[config.mk]
export PLATFORM = sky130hd
export DESIGN_NAME = wav_pcm16_stream_to_dac
export DESIGN_NICKNAME = d
export VERILOG_FILES = /design/src/rtl/wpd_pkg.sv /design/src/rtl/wpd_div.sv /design/src/rtl/wpd_dp.sv /design/src/rtl/wpd_ctrl.sv /design/src/rtl/wav_pcm16_stream_to_dac.sv
export SDC_FILE = /design/constraint.sdc
export NUM_CORES = 1
export LEC_CHECK = 0
export BUFFER_PORTS_ARGS = -buffer_cell sky130_fd_sc_hd__buf_2
export CORE_MARGIN = 10
export CORE_UTILIZATION = 50
export DETAILED_ROUTE_END_ITERATION = 6
export GPL_ROUTABILITY_DRIVEN = 0
export PLACE_DENSITY_LB_ADDON = 0.05
export SLEW_MARGIN = 20
export SYNTH_ARGS = -nofsm -noshare
export SYNTH_HDL_FRONTEND = slang
export SYNTH_SLANG_ARGS = --single-unit
[constraint.sdc]
create_clock -name i_clk -period 6.15 [get_ports i_clk]
set_clock_uncertainty 0.2 [all_clocks]
set_input_delay 0.3075 -clock i_clk [delete_from_list [all_inputs] [get_ports i_clk]]
set_output_delay 0.3075 -clock i_clk [all_outputs]
set_load 0.05 [all_outputs]
[src/rtl/wpd_pkg.sv]
// ----------------------------------------------------------------------------
// wpd_pkg
// Shared types and constants for the WAV PCM16 stream to DAC block.
// ----------------------------------------------------------------------------
package wpd_pkg;

    localparam int unsigned DATA_W   = 8;
    localparam int unsigned WORD_W   = 32;
    localparam int unsigned DAC_W    = 10;
    localparam int unsigned IDX_W    = 6;

    localparam logic [WORD_W-1:0] PCLK_RESET   = 32'd25000000;
    localparam logic [WORD_W-1:0] TAG_RIFF     = 32'h52494646;
    localparam logic [WORD_W-1:0] TAG_WAVE     = 32'h57415645;
    localparam logic [DATA_W-1:0] FMT_SIZE_PCM = 8'd16;
    localparam logic [DATA_W-1:0] SAMPLE_BITS  = 8'd16;
    localparam logic [DATA_W-1:0] CHAN_MONO    = 8'd1;
    localparam logic [DATA_W-1:0] CHAN_STEREO  = 8'd2;
    localparam logic [IDX_W-1:0]  HDR_LAST_IDX = 6'd43;
    localparam logic [DAC_W-1:0]  DAC_MID      = 10'd512;

    localparam logic [1:0] KIND_ACCEPT = 2'd0;
    localparam logic [1:0] KIND_REJECT = 2'd1;
    localparam logic [1:0] KIND_SAMPLE = 2'd2;

    typedef struct packed {
        logic [DATA_W-1:0] data_byte;
        logic              file_start;
    } t_in;

    typedef struct packed {
        logic [1:0]        kind;
        logic              channel;
        logic [DAC_W-1:0]  dac_code;
        logic [WORD_W-1:0] timer_period;
        logic [DATA_W-1:0] channel_count;
        logic              last_sample;
    } t_out;

    typedef enum logic [2:0] {
        ST_IDLE,
        ST_HEADER,
        ST_DIV,
        ST_DATA,
        ST_DONE
    } t_state;

    typedef struct packed {
        logic hdr_byte;
        logic data_byte;
        logic div_start;
        logic load_reject;
        logic load_accept;
        logic load_sample;
    } t_cmd;

    typedef struct packed {
        logic hdr_last;
        logic hdr_ok;
        logic left_zero;
        logic odd;
        logic empty;
        logic div_done;
    } t_status;

endpackage

[src/rtl/wpd_div.sv]
// ----------------------------------------------------------------------------
// wpd_div
// Restoring divider, one quotient bit per cycle. Zero divisor saturates.
// ----------------------------------------------------------------------------
module wpd_div (
    input  logic                      i_clk,
    input  logic                      i_rst_n,
    input  logic                      i_start,
    input  logic [wpd_pkg::WORD_W-1:0] i_dividend,
    input  logic [wpd_pkg::WORD_W-1:0] i_divisor,
    output logic                      o_done,
    output logic [wpd_pkg::WORD_W-1:0] o_quot
);
    import wpd_pkg::*;

    localparam int unsigned CNT_W = $clog2(WORD_W + 1);

    logic              r_busy, n_busy;
    logic              r_done, n_done;
    logic [CNT_W-1:0]  r_cnt, n_cnt;
    logic [WORD_W-1:0] r_rem, n_rem;
    logic [WORD_W-1:0] r_quot, n_quot;
    logic [WORD_W-1:0] r_dvs, n_dvs;
    logic [WORD_W:0]   w_rem_sh;
    logic [WORD_W:0]   w_diff;

    assign w_rem_sh = {r_rem, r_quot[WORD_W-1]};
    assign w_diff   = w_rem_sh - {1'b0, r_dvs};

    always_comb begin
        n_busy = r_busy;
        n_done = r_done;
        n_cnt  = r_cnt;
        n_rem  = r_rem;
        n_quot = r_quot;
        n_dvs  = r_dvs;
        if (i_start) begin
            n_dvs = i_divisor;
            n_rem = '0;
            n_cnt = '0;
            if (i_divisor == '0) begin
                n_quot = '1;
                n_done = 1'b1;
                n_busy = 1'b0;
            end else begin
                n_quot = i_dividend;
                n_done = 1'b0;
                n_busy = 1'b1;
            end
        end else if (r_busy) begin
            // dividend shifts out of the top of quot as quotient bits shift in
            if (!w_diff[WORD_W]) begin
                n_rem  = w_diff[WORD_W-1:0];
                n_quot = {r_quot[WORD_W-2:0], 1'b1};
            end else begin
                n_rem  = w_rem_sh[WORD_W-1:0];
                n_quot = {r_quot[WORD_W-2:0], 1'b0};
            end
            n_cnt = r_cnt + 1'b1;
            if (r_cnt == CNT_W'(WORD_W - 1)) begin
                n_busy = 1'b0;
                n_done = 1'b1;
            end
        end
    end

    always_ff @(posedge i_clk) begin
        if (!i_rst_n) begin
            r_busy <= 1'b0;
            r_done <= 1'b0;
            r_cnt  <= '0;
        end else begin
            r_busy <= n_busy;
            r_done <= n_done;
            r_cnt  <= n_cnt;
        end
        r_rem  <= n_rem;
        r_quot <= n_quot;
        r_dvs  <= n_dvs;
    end

    assign o_done = r_done;
    assign o_quot = r_quot;

endmodule

[src/rtl/wpd_dp.sv]
// ----------------------------------------------------------------------------
// wpd_dp
// Datapath: header capture and checks, sample assembly, period divider,
// clock frequency register and the result register.
// ----------------------------------------------------------------------------
module wpd_dp (
    input  logic                       i_clk,
    input  logic                       i_rst_n,
    input  logic                       i_cfg_we,
    input  logic [wpd_pkg::WORD_W-1:0] i_cfg_wdata,
    input  wpd_pkg::t_in               i_in,
    input  wpd_pkg::t_cmd              i_cmd,
    output wpd_pkg::t_status           o_status,
    output wpd_pkg::t_out              o_out
);
    import wpd_pkg::*;

    logic [WORD_W-1:0] r_pclk;
    logic [IDX_W-1:0]  r_idx, n_idx;
    logic [WORD_W-1:0] r_riff, n_riff;
    logic [WORD_W-1:0] r_form, n_form;
    logic [DATA_W-1:0] r_fmt, n_fmt;
    logic [DATA_W-1:0] r_chan, n_chan;
    logic [WORD_W-1:0] r_rate, n_rate;
    logic [DATA_W-1:0] r_bits, n_bits;
    logic [WORD_W-1:0] r_left, n_left;
    logic [DATA_W-1:0] r_pend, n_pend;
    logic              r_odd, n_odd;
    logic              r_right, n_right;
    t_out              r_out, n_out;

    logic [IDX_W-1:0]  w_idx;
    logic [4:0]        w_lane;
    logic [15:0]       w_raw;
    logic              w_div_done;
    logic [WORD_W-1:0] w_quot;

    // a start byte is always header byte zero
    assign w_idx  = i_in.file_start ? '0 : r_idx;
    assign w_lane = {w_idx[1:0], 3'b000};
    assign w_raw  = r_odd ? {i_in.data_byte, r_pend} : {8'h00, i_in.data_byte};

    wpd_div u_div (
        .i_clk      (i_clk),
        .i_rst_n    (i_rst_n),
        .i_start    (i_cmd.div_start),
        .i_dividend (r_pclk),
        .i_divisor  ({1'b0, r_rate[WORD_W-1:1]}),
        .o_done     (w_div_done),
        .o_quot     (w_quot)
    );

    always_comb begin
        o_status.hdr_last  = (w_idx == HDR_LAST_IDX);
        o_status.hdr_ok    = (r_riff == TAG_RIFF) && (r_form == TAG_WAVE) &&
                             (r_fmt == FMT_SIZE_PCM) && (r_bits == SAMPLE_BITS) &&
                             ((r_chan == CHAN_MONO) || (r_chan == CHAN_STEREO));
        o_status.left_zero = (r_left == WORD_W'(1));
        o_status.odd       = r_odd;
        o_status.empty     = (r_left == '0);
        o_status.div_done  = w_div_done;
    end

    always_comb begin
        n_idx   = r_idx;
        n_riff  = r_riff;
        n_form  = r_form;
        n_fmt   = r_fmt;
        n_chan  = r_chan;
        n_rate  = r_rate;
        n_bits  = r_bits;
        n_left  = r_left;
        n_pend  = r_pend;
        n_odd   = r_odd;
        n_right = r_right;
        n_out   = r_out;

        if (i_cmd.hdr_byte) begin
            if (i_in.file_start) begin
                n_odd   = 1'b0;
                n_right = 1'b0;
            end
            case (w_idx) inside
                [6'd0:6'd3]:   n_riff = {r_riff[WORD_W-9:0], i_in.data_byte};
                [6'd8:6'd11]:  n_form = {r_form[WORD_W-9:0], i_in.data_byte};
                6'd16:         n_fmt  = i_in.data_byte;
                6'd22:         n_chan = i_in.data_byte;
                [6'd28:6'd31]: n_rate[w_lane +: 8] = i_in.data_byte;
                6'd34:         n_bits = i_in.data_byte;
                [6'd40:6'd43]: n_left[w_lane +: 8] = i_in.data_byte;
                default: ;
            endcase
            n_idx = o_status.hdr_last ? '0 : w_idx + 1'b1;
        end

        if (i_cmd.data_byte) begin
            n_left = r_left - 1'b1;
            if (!r_odd && !o_status.left_zero) begin
                n_pend = i_in.data_byte;
                n_odd  = 1'b1;
            end
        end

        if (i_cmd.load_sample) begin
            n_odd   = 1'b0;
            n_right = (r_chan == CHAN_STEREO) ? ~r_right : 1'b0;
            n_out.kind          = KIND_SAMPLE;
            n_out.channel       = r_right;
            n_out.dac_code      = {~w_raw[15], w_raw[14:6]};
            n_out.timer_period  = '0;
            n_out.channel_count = r_chan;
            n_out.last_sample   = o_status.left_zero;
        end

        if (i_cmd.load_reject) begin
            n_out.kind          = KIND_REJECT;
            n_out.channel       = 1'b0;
            n_out.dac_code      = '0;
            n_out.timer_period  = '0;
            n_out.channel_count = r_chan;
            n_out.last_sample   = 1'b0;
        end

        if (i_cmd.load_accept) begin
            n_odd   = 1'b0;
            n_right = 1'b0;
            n_out.kind          = KIND_ACCEPT;
            n_out.channel       = 1'b0;
            n_out.dac_code      = DAC_MID;
            n_out.timer_period  = w_quot;
            n_out.channel_count = r_chan;
            n_out.last_sample   = o_status.empty;
        end
    end

    always_ff @(posedge i_clk) begin
        if (!i_rst_n) begin
            r_pclk  <= PCLK_RESET;
            r_idx   <= '0;
            r_odd   <= 1'b0;
            r_right <= 1'b0;
        end else begin
            if (i_cfg_we) begin
                r_pclk <= i_cfg_wdata;
            end
            r_idx   <= n_idx;
            r_odd   <= n_odd;
            r_right <= n_right;
        end
        r_riff <= n_riff;
        r_form <= n_form;
        r_fmt  <= n_fmt;
        r_chan <= n_chan;
        r_rate <= n_rate;
        r_bits <= n_bits;
        r_left <= n_left;
        r_pend <= n_pend;
        r_out  <= n_out;
    end

    assign o_out = r_out;

endmodule

[src/rtl/wpd_ctrl.sv]
// ----------------------------------------------------------------------------
// wpd_ctrl
// Parser controller: file phase, divider wait and result valid flag.
// ----------------------------------------------------------------------------
module wpd_ctrl (
    input  logic             i_clk,
    input  logic             i_rst_n,
    input  logic             i_in_valid,
    input  logic             i_file_start,
    input  logic             i_out_ready,
    input  wpd_pkg::t_status i_status,
    output wpd_pkg::t_cmd    o_cmd,
    output logic             o_in_ready,
    output logic             o_out_valid
);
    import wpd_pkg::*;

    t_state r_state, n_state;
    t_state w_eff;
    logic   r_out_valid, n_out_valid;
    logic   w_out_free;
    logic   w_accept;

    assign w_out_free = !r_out_valid || i_out_ready;
    assign w_eff      = i_file_start ? ST_HEADER : r_state;
    assign w_accept   = i_in_valid && o_in_ready;

    // outputs
    always_comb begin
        o_in_ready = (r_state != ST_DIV) && w_out_free;
        o_cmd      = '0;
        if (r_state == ST_DIV) begin
            o_cmd.load_accept = i_status.div_done && w_out_free;
        end else if (w_accept) begin
            case (w_eff)
                ST_HEADER: begin
                    o_cmd.hdr_byte = 1'b1;
                    if (i_status.hdr_last) begin
                        o_cmd.div_start   = i_status.hdr_ok;
                        o_cmd.load_reject = !i_status.hdr_ok;
                    end
                end
                ST_DATA: begin
                    o_cmd.data_byte   = 1'b1;
                    o_cmd.load_sample = i_status.odd || i_status.left_zero;
                end
                default: ;
            endcase
        end
    end

    // next state
    always_comb begin
        n_state = r_state;
        case (r_state)
            ST_DIV: begin
                if (o_cmd.load_accept) begin
                    n_state = i_status.empty ? ST_DONE : ST_DATA;
                end
            end
            default: begin
                if (w_accept) begin
                    n_state = w_eff;
                    if (o_cmd.div_start) begin
                        n_state = ST_DIV;
                    end else if (o_cmd.load_reject) begin
                        n_state = ST_DONE;
                    end else if (o_cmd.load_sample && i_status.left_zero) begin
                        n_state = ST_DONE;
                    end
                end
            end
        endcase
    end

    always_comb begin
        if (o_cmd.load_accept || o_cmd.load_reject || o_cmd.load_sample) begin
            n_out_valid = 1'b1;
        end else if (i_out_ready) begin
            n_out_valid = 1'b0;
        end else begin
            n_out_valid = r_out_valid;
        end
    end

    always_ff @(posedge i_clk) begin
        if (!i_rst_n) begin
            r_state     <= ST_IDLE;
            r_out_valid <= 1'b0;
        end else begin
            r_state     <= n_state;
            r_out_valid <= n_out_valid;
        end
    end

    assign o_out_valid = r_out_valid;

endmodule

[src/rtl/wav_pcm16_stream_to_dac.sv]
// Results: a sample or rejected-header result is valid the cycle after its byte beat.
// An accepted-header result follows header byte 43 once the period divider is done and the
// result register is free: the divider resolves one quotient bit per cycle, or saturates
// on start when half the byte rate is zero; input stalls meanwhile.
// Throughput: one byte per cycle otherwise, limited by the single result register.
// Reset: synchronous, active low; parser idles until a start beat, pclk_hz = 25 MHz.
// ----------------------------------------------------------------------------
// wav_pcm16_stream_to_dac
// WAV PCM16 header parser and sample to 10-bit DAC code converter.
// ----------------------------------------------------------------------------
module wav_pcm16_stream_to_dac (
    input  logic                       i_clk,
    input  logic                       i_rst_n,
    input  logic                       i_cfg_we,
    input  logic [wpd_pkg::WORD_W-1:0] i_cfg_wdata,
    input  logic                       i_in_valid,
    output logic                       o_in_ready,
    input  wpd_pkg::t_in               i_in,
    output logic                       o_out_valid,
    input  logic                       i_out_ready,
    output wpd_pkg::t_out              o_out
);
    import wpd_pkg::*;

    t_cmd    w_cmd;
    t_status w_status;

    wpd_ctrl u_ctrl (
        .i_clk        (i_clk),
        .i_rst_n      (i_rst_n),
        .i_in_valid   (i_in_valid),
        .i_file_start (i_in.file_start),
        .i_out_ready  (i_out_ready),
        .i_status     (w_status),
        .o_cmd        (w_cmd),
        .o_in_ready   (o_in_ready),
        .o_out_valid  (o_out_valid)
    );

    wpd_dp u_dp (
        .i_clk       (i_clk),
        .i_rst_n     (i_rst_n),
        .i_cfg_we    (i_cfg_we),
        .i_cfg_wdata (i_cfg_wdata),
        .i_in        (i_in),
        .i_cmd       (w_cmd),
        .o_status    (w_status),
        .o_out       (o_out)
    );

endmodule

# Word-level counts from Yosys, hierarchy flattened

Index checks and enable logic that the tools add are counted.

Bits in registers: 361
Bits of input ports: 46

Equal/unequal tests: 23
$lt $le $gt $ge: 8
Reductions and logical operators: 49
Add/sub/neg operators: 5
Muxes and demuxes: 58
Bitwise logic cells: 8
Shift-type cells: 2

Operator list:

| operator                                                               | number |
|---|---|
| 32-bit two-way mux                                                     | 13 |
| 53-bit two-way mux                                                     | 2 |
| 32-bit bitwise mux                                                     | 2 |
| 32-bit by 31-bit == test with 1-bit output, second input constant      | 2 |
| 32-bit zero test                                                       | 2 |
| 41-bit two-way mux                                                     | 1 |
| 33-bit by 31-bit subtractor with 33-bit output                         | 1 |
| 32-bit by 1-bit == test with 1-bit output, second input constant       | 1 |
| 8-bit by 7-bit variable shift with 32-bit output, first input constant | 1 |
| 8-bit by 7-bit indexed part select with 32-bit output                  | 1 |
| 32-bit by 1-bit subtractor with 32-bit output, second input constant   | 1 |
| 1-bit two-way mux                                                      | 25 |
| 3-bit two-way mux                                                      | 8 |
| 6-bit by 5-bit == test with 1-bit output, second input constant        | 3 |
| 2-bit nonzero test                                                     | 9 |
| 8-bit by 5-bit == test with 1-bit output, second input constant        | 2 |
| 16-bit two-way mux                                                     | 1 |
| 1-bit logical AND                                                      | 13 |
| 6-bit by 1-bit adder with 6-bit output, second input constant          | 2 |
| 6-bit == test, second input constant                                   | 2 |
| 6-bit two-way mux                                                      | 2 |
| 2-bit inequality test, second input constant                           | 6 |
| 2-bit AND reduction                                                    | 5 |
| 8-bit by 1-bit == test with 1-bit output, second input constant        | 1 |
| other kinds (28)                                                       | 47 |

# Longest topological paths before layout

Depth after elaboration: 14
Mapped depth: 14

# By module

Synthesis repeated with hierarchy kept, for this count alone.

Cell total of the unflattened synthesis: 1380
Area total of the unflattened synthesis: 16437.0 µm²

Modules (own cells, without submodules):

| module   | cells an instance | area each (µm²) | instances |
|---|---|---|---|
| wpd_dp   | 763               | 10252.3         | 1 |
| wpd_div  | 563               | 5779.3          | 1 |
| wpd_ctrl | 54                | 405.4           | 1 |

# Least setup slack after synthesis

OpenSTA, ideal clock, no wires.

Kind: register -> register
Start: register u_ctrl.r_out_valid (netlist: u_ctrl.o_out_valid)
End: register u_dp.r_form[0], enable pin
Cell stages (with the launch flop): 8
Buffers on the path: 1
Arrival: 4.597 ns
Data required time: 5.448 ns
Setup slack: 0.852 ns
Cell sequence: dfxtp_1 -> nand2b_1 -> nand2_1 -> or2_2 -> clkbuf_1 -> nor2_1 -> nand2_1 -> nor4_1

Cells in the longest elaborated chain, start to end: 7

Ends and longest elaborated chain:

| element                              | RTL line       | RTL |
|---|---|---|
| start: declaration                   | wpd_ctrl.sv:20 | `logic r_out_valid, n_out_valid;` |
| start signal: assignment             | wpd_ctrl.sv:92 | `r_out_valid <= n_out_valid;` |
| 1-bit zero test                      | wpd_ctrl.sv:24 | `assign w_out_free = !r_out_valid \|\| i_out_ready;` |
| 1-bit logical OR                     | wpd_ctrl.sv:24 |  |
| 1-bit logical AND                    | wpd_ctrl.sv:30 | `o_in_ready = (r_state != ST_DIV) && w_out_free;` |
| 1-bit logical AND                    | wpd_ctrl.sv:26 | `assign w_accept = i_in_valid && o_in_ready;` |
| 4-bit two-way mux                    | wpd_ctrl.sv:34 | `end else if (w_accept) begin` |
| 4-bit two-way mux                    | wpd_ctrl.sv:32 | `if (r_state == ST_DIV) begin` |
| 3-bit AND reduction (no source line) | n/a            |  |
| end signal: assignment               | wpd_dp.sv:151  | `r_form <= n_form;` |
| end: declaration                     | wpd_dp.sv:21   | `logic [WORD_W-1:0] r_form, n_form;` |

Every way passes these cells.
A chain may end at the register's enable or synchronous reset.

# Final worst setup path

Start: register u_dp.u_div.r_quot[31] (netlist: u_dp.u_div.o_quot[31])
End: register u_dp.u_div.r_rem[10]

Cells in the longest elaborated chain, start to end: 2

Ends and longest elaborated chain:

| element                                        | RTL line      | RTL |
|---|---|---|
| start: declaration                             | wpd_div.sv:22 | `logic [WORD_W-1:0] r_quot, n_quot;` |
| start signal: assignment                       | wpd_div.sv:78 | `r_quot <= n_quot;` |
| 33-bit by 31-bit subtractor with 33-bit output | wpd_div.sv:28 | `assign w_diff = w_rem_sh - {1'b0, r_dvs};` |
| 32-bit two-way mux                             | wpd_div.sv:52 | `if (!w_diff[WORD_W]) begin` |
| end signal: assignment                         | wpd_div.sv:77 | `r_rem <= n_rem;` |
| end: declaration                               | wpd_div.sv:21 | `logic [WORD_W-1:0] r_rem, n_rem;` |

Every way passes these cells.

==> results.md <==
- Initial drt markers: 705
- Critical path class: flip-flop to flip-flop
- Clk sinks: 354
- Unrepaired setup endpoints after global routing: no
- FF+latch area: 0.00966 sq mm
- Crit-path max FO: 23
- Core area: 0.0316 sq mm
- WP data required: 6320 ps
- Register-to-Register Setup Slack: 1930 ps
- Ys Warns: 0
- Async SR Flop Fraction: 0%
- Max Clock Freq: 237 MHz
- CP Depth: 12
- Yosys top cell area share: 48.2%
- First-pass GRT wire length: 57200 um
- DRC violations left: 0
- Synthesized area per cell: 11.4 sq um
- CP Launch Type: flip-flop
- Mapped cell area: 0.0160 sq mm
- Worst path buffer plus inverter count: 2
- Slew @ Worst Pin: 1070 ps
- PwrDens: 274 mW/mm^2
- Worst r2r path cells: 12
- Post-synth EDFFs: 257
- Syn nets: 1496
- Slowest CP cell: a21o_1
- Tcrit/Tclk final: 68.5%
- CP Capture Type: flip-flop
- Vias: 10741
- Setup TNS: 0 ps
- Initial antenna violation count: 0
- Synth Instances: 1409
- Area after DPL: 0.0169 sq mm
- Top cells by count, synth: 257 x edfxtp_1, 154 x nor2_1, 115 x nand2_1, 97 x dfxtp_1, 83 x and2_1
- DR pass1 iterations: 5
- Number of buffers created by CTS: 40
- Antenna viol nets, final: 0
- Crit path cell chain: inv_1, ha_1, fa_1, nand2b_1, a21oi_1, o21ai_0, and2_1, o31ai_1, a21o_1, buf_4, mux2i_1, a211oi_1
- Global-route usage over all layers: 18.1%
- Max Cap Viol: 0
- Setup Fix Bufs, Post-CTS: 0
- Synth Flop Type: edfxtp_1
- Die area: 0.0396 sq mm
- Die height: 199 um
- Drt total wl: 36000 um
- Cts hold-fix bufs: 34
- FP Rows: 65
- Layout cells sized above 1: 12.3%
- Vias/cell: 5.47
- Rel. slew slack: 28.6%
- Final Hold Vio Count: 0
- Crit path time final: 4220 ps
- P_leak: 0.00677 uW
- Slowest Stage Delay on Critical Path: 820 ps
- Wire length per cell: 18.3 um
- Status: finished, final reports clean
- Critical R2R Launch: u_dp.u_div.o_quot[31]
- Delay-heaviest family, CP: compound AO/OA/AOI/OAI gates
- Layout area overhead: 15.5%
- DPL Wire Length: 23900 um
- Finished Cell Area: 0.0185 sq mm
- Fillers: 2731
- Pwr Total: 5070 uW
- Number of global-route vias before repair: 10605
- Worst hold path type: input pin to flip-flop
- WP data arrival: 4380 ps
- Clock slew at reported path FFs: 60 ps
- Sequential area share after synthesis: 60.3%
- Most common cell in the netlist: edfxtp_1
- H-tree depth: 2
- IO buf count: 101
- CP startpoint: u_dp.u_div.o_quot[31]
- Synth area leader: edfxtp_1
- Fin Hold WS: 28.0 ps
- Distinct cells, synth: 67
- Endpoints failing setup: 0
- Resized Gates After CTS: 0
- Multi-input gate area: 0.00596 sq mm
- Starting density of the core: 50.7%
- Largest net degree at the start of global routing: 55
- Top post-synthesis cells by area: edfxtp_1 48%, dfxtp_1 12%, nor2_1 3.6%, mux2i_1 3.4%, and2_1 3.2%
- FF-to-FF End: u_dp.u_div.r_rem[10]
- Root Driver: clkbuf_16
- CTS max path bufs: 3
- Top-Level Pins: 102
- Net count, final: 1619
- CTS tree: done
- CP endpoint: u_dp.u_div.r_rem[10]
- Gr ovfl total: 0
- #FFs+latches synth: 354
- Max IR drop VDD: 0.249 mV
- Fin. max-slew vios: 0
- Die extent in x: 199 um
- Latest clock arrival within the worst-skew pair: 540 ps
-- worst register-to-register path: cells and delay by family (launching register included) --
family,cells,cell delay (ps)
adder cells (fa/ha/maj),2,600
flip-flops,1,330
AO/OA/AOI/OAI,5,1850
AND/OR/NAND/NOR,2,410
multiplexers,1,220
buffers and inverters,2,440
-- kinds of logic after synthesis --
logic type,synth area share (%)
and+or+nand+nor,17.5
adders and majority gates,3.25
buffers and inverters,2.69
AOI/OAI and AO/OA,9.79
DFF,60.3
muxes,3.38
xor gates and xnor gates,3.06
-- layout by cell type, fill, tap and decap left out, types with 11 or more instances in the layout --
master / instances
inv_1: 45
nand2b_1: 17
buf_2: 101
nor2b_1: 29
a211oi_1: 34
nor4b_1: 11
xor2_1: 21
o21a_1: 12
dfxtp_1: 96
xnor2_1: 35
buf_4: 11
nand3_1: 26
o21ai_0: 52
nor3_1: 21
edfxtp_1: 257
and2_1: 83
a21o_1: 14
nor4_1: 20
nand2_1: 115
a21oi_1: 81
nand4_1: 15
dlygate4sd3_1: 34
nor2_1: 151
ha_1: 40
clkbuf_16: 40
mux2i_1: 54
-- stage by stage --
stage,std cells,setup slack (ps),utilization [%]
floorplan,1409,852,-
global placement,1858,2050,53.5
detailed placement,1858,1960,53.5
CTS,1964,1970,58.6
global route,1964,1510,58.6
finish,1965,1930,58.6
-- worst min path at each step --
stage,start,end,slack (ps),depth (start not counted)
finish,i_in[5],u_dp.r_chan[4],30,1
global route,i_in[5],u_dp.r_chan[4],10,1
CTS,i_in[1],u_dp.r_chan[0],5,1
global placement,u_dp.r_form[22],u_dp.r_form[30],220,0
detailed placement,u_dp.r_form[9],u_dp.r_form[17],230,0
floorplan,i_in[1],u_dp.r_bits[0],210,0
-- state kept, by name, summed over array words and instances (netlist names) --
name	flops
u_dp.r_rate	31
u_dp.r_left	32
u_dp.u_div.r_busy	1
u_dp.o_out	54
u_dp.u_div.r_dvs	31
u_dp.r_pend	2
u_dp.r_form	32
u_dp.r_pclk	32
u_dp.u_div.o_quot	32
u_dp.r_idx	6
u_dp.r_fmt	8
u_dp.u_div.o_done	1
u_dp.r_chan	8
u_dp.u_div.r_cnt	6
u_dp.u_div.r_rem	32
u_dp.r_odd	1
u_dp.r_right	1
u_dp.r_bits	8
u_ctrl.r_state	3
u_dp.r_riff	32
u_ctrl.o_out_valid	1
-- layer usage --
layer | track usage (%) | routed length, um | vias up
met5 | 0 | 0 | -
met1 | 24.2 | 16300 | 5143
met2 | 29.8 | 17400 | 221
met3 | 3.08 | 1590 | 45
li1 | - | - | 5332
met4 | 4.80 | 686 | 0
-- cell type report --
cell class                 count  share of cell area, %
multi-input combinational    945                   32.2
inverter                      45                  0.913
clock inverter                21                   1.09
clock buffer                  51                   5.80
antenna                        1                 0.0135
sequential                   354                   52.2
timing repair buffer         146                   5.02
tap                          402                   2.72
-- where the power goes --
group          leakage (uW)  switching (uW)  internal (uW)
Clock              0.000615             943           1360
Sequential          0.00294            18.9           2580
Combinational       0.00322            93.9           65.9
Power figures use the tool's default switching activity.
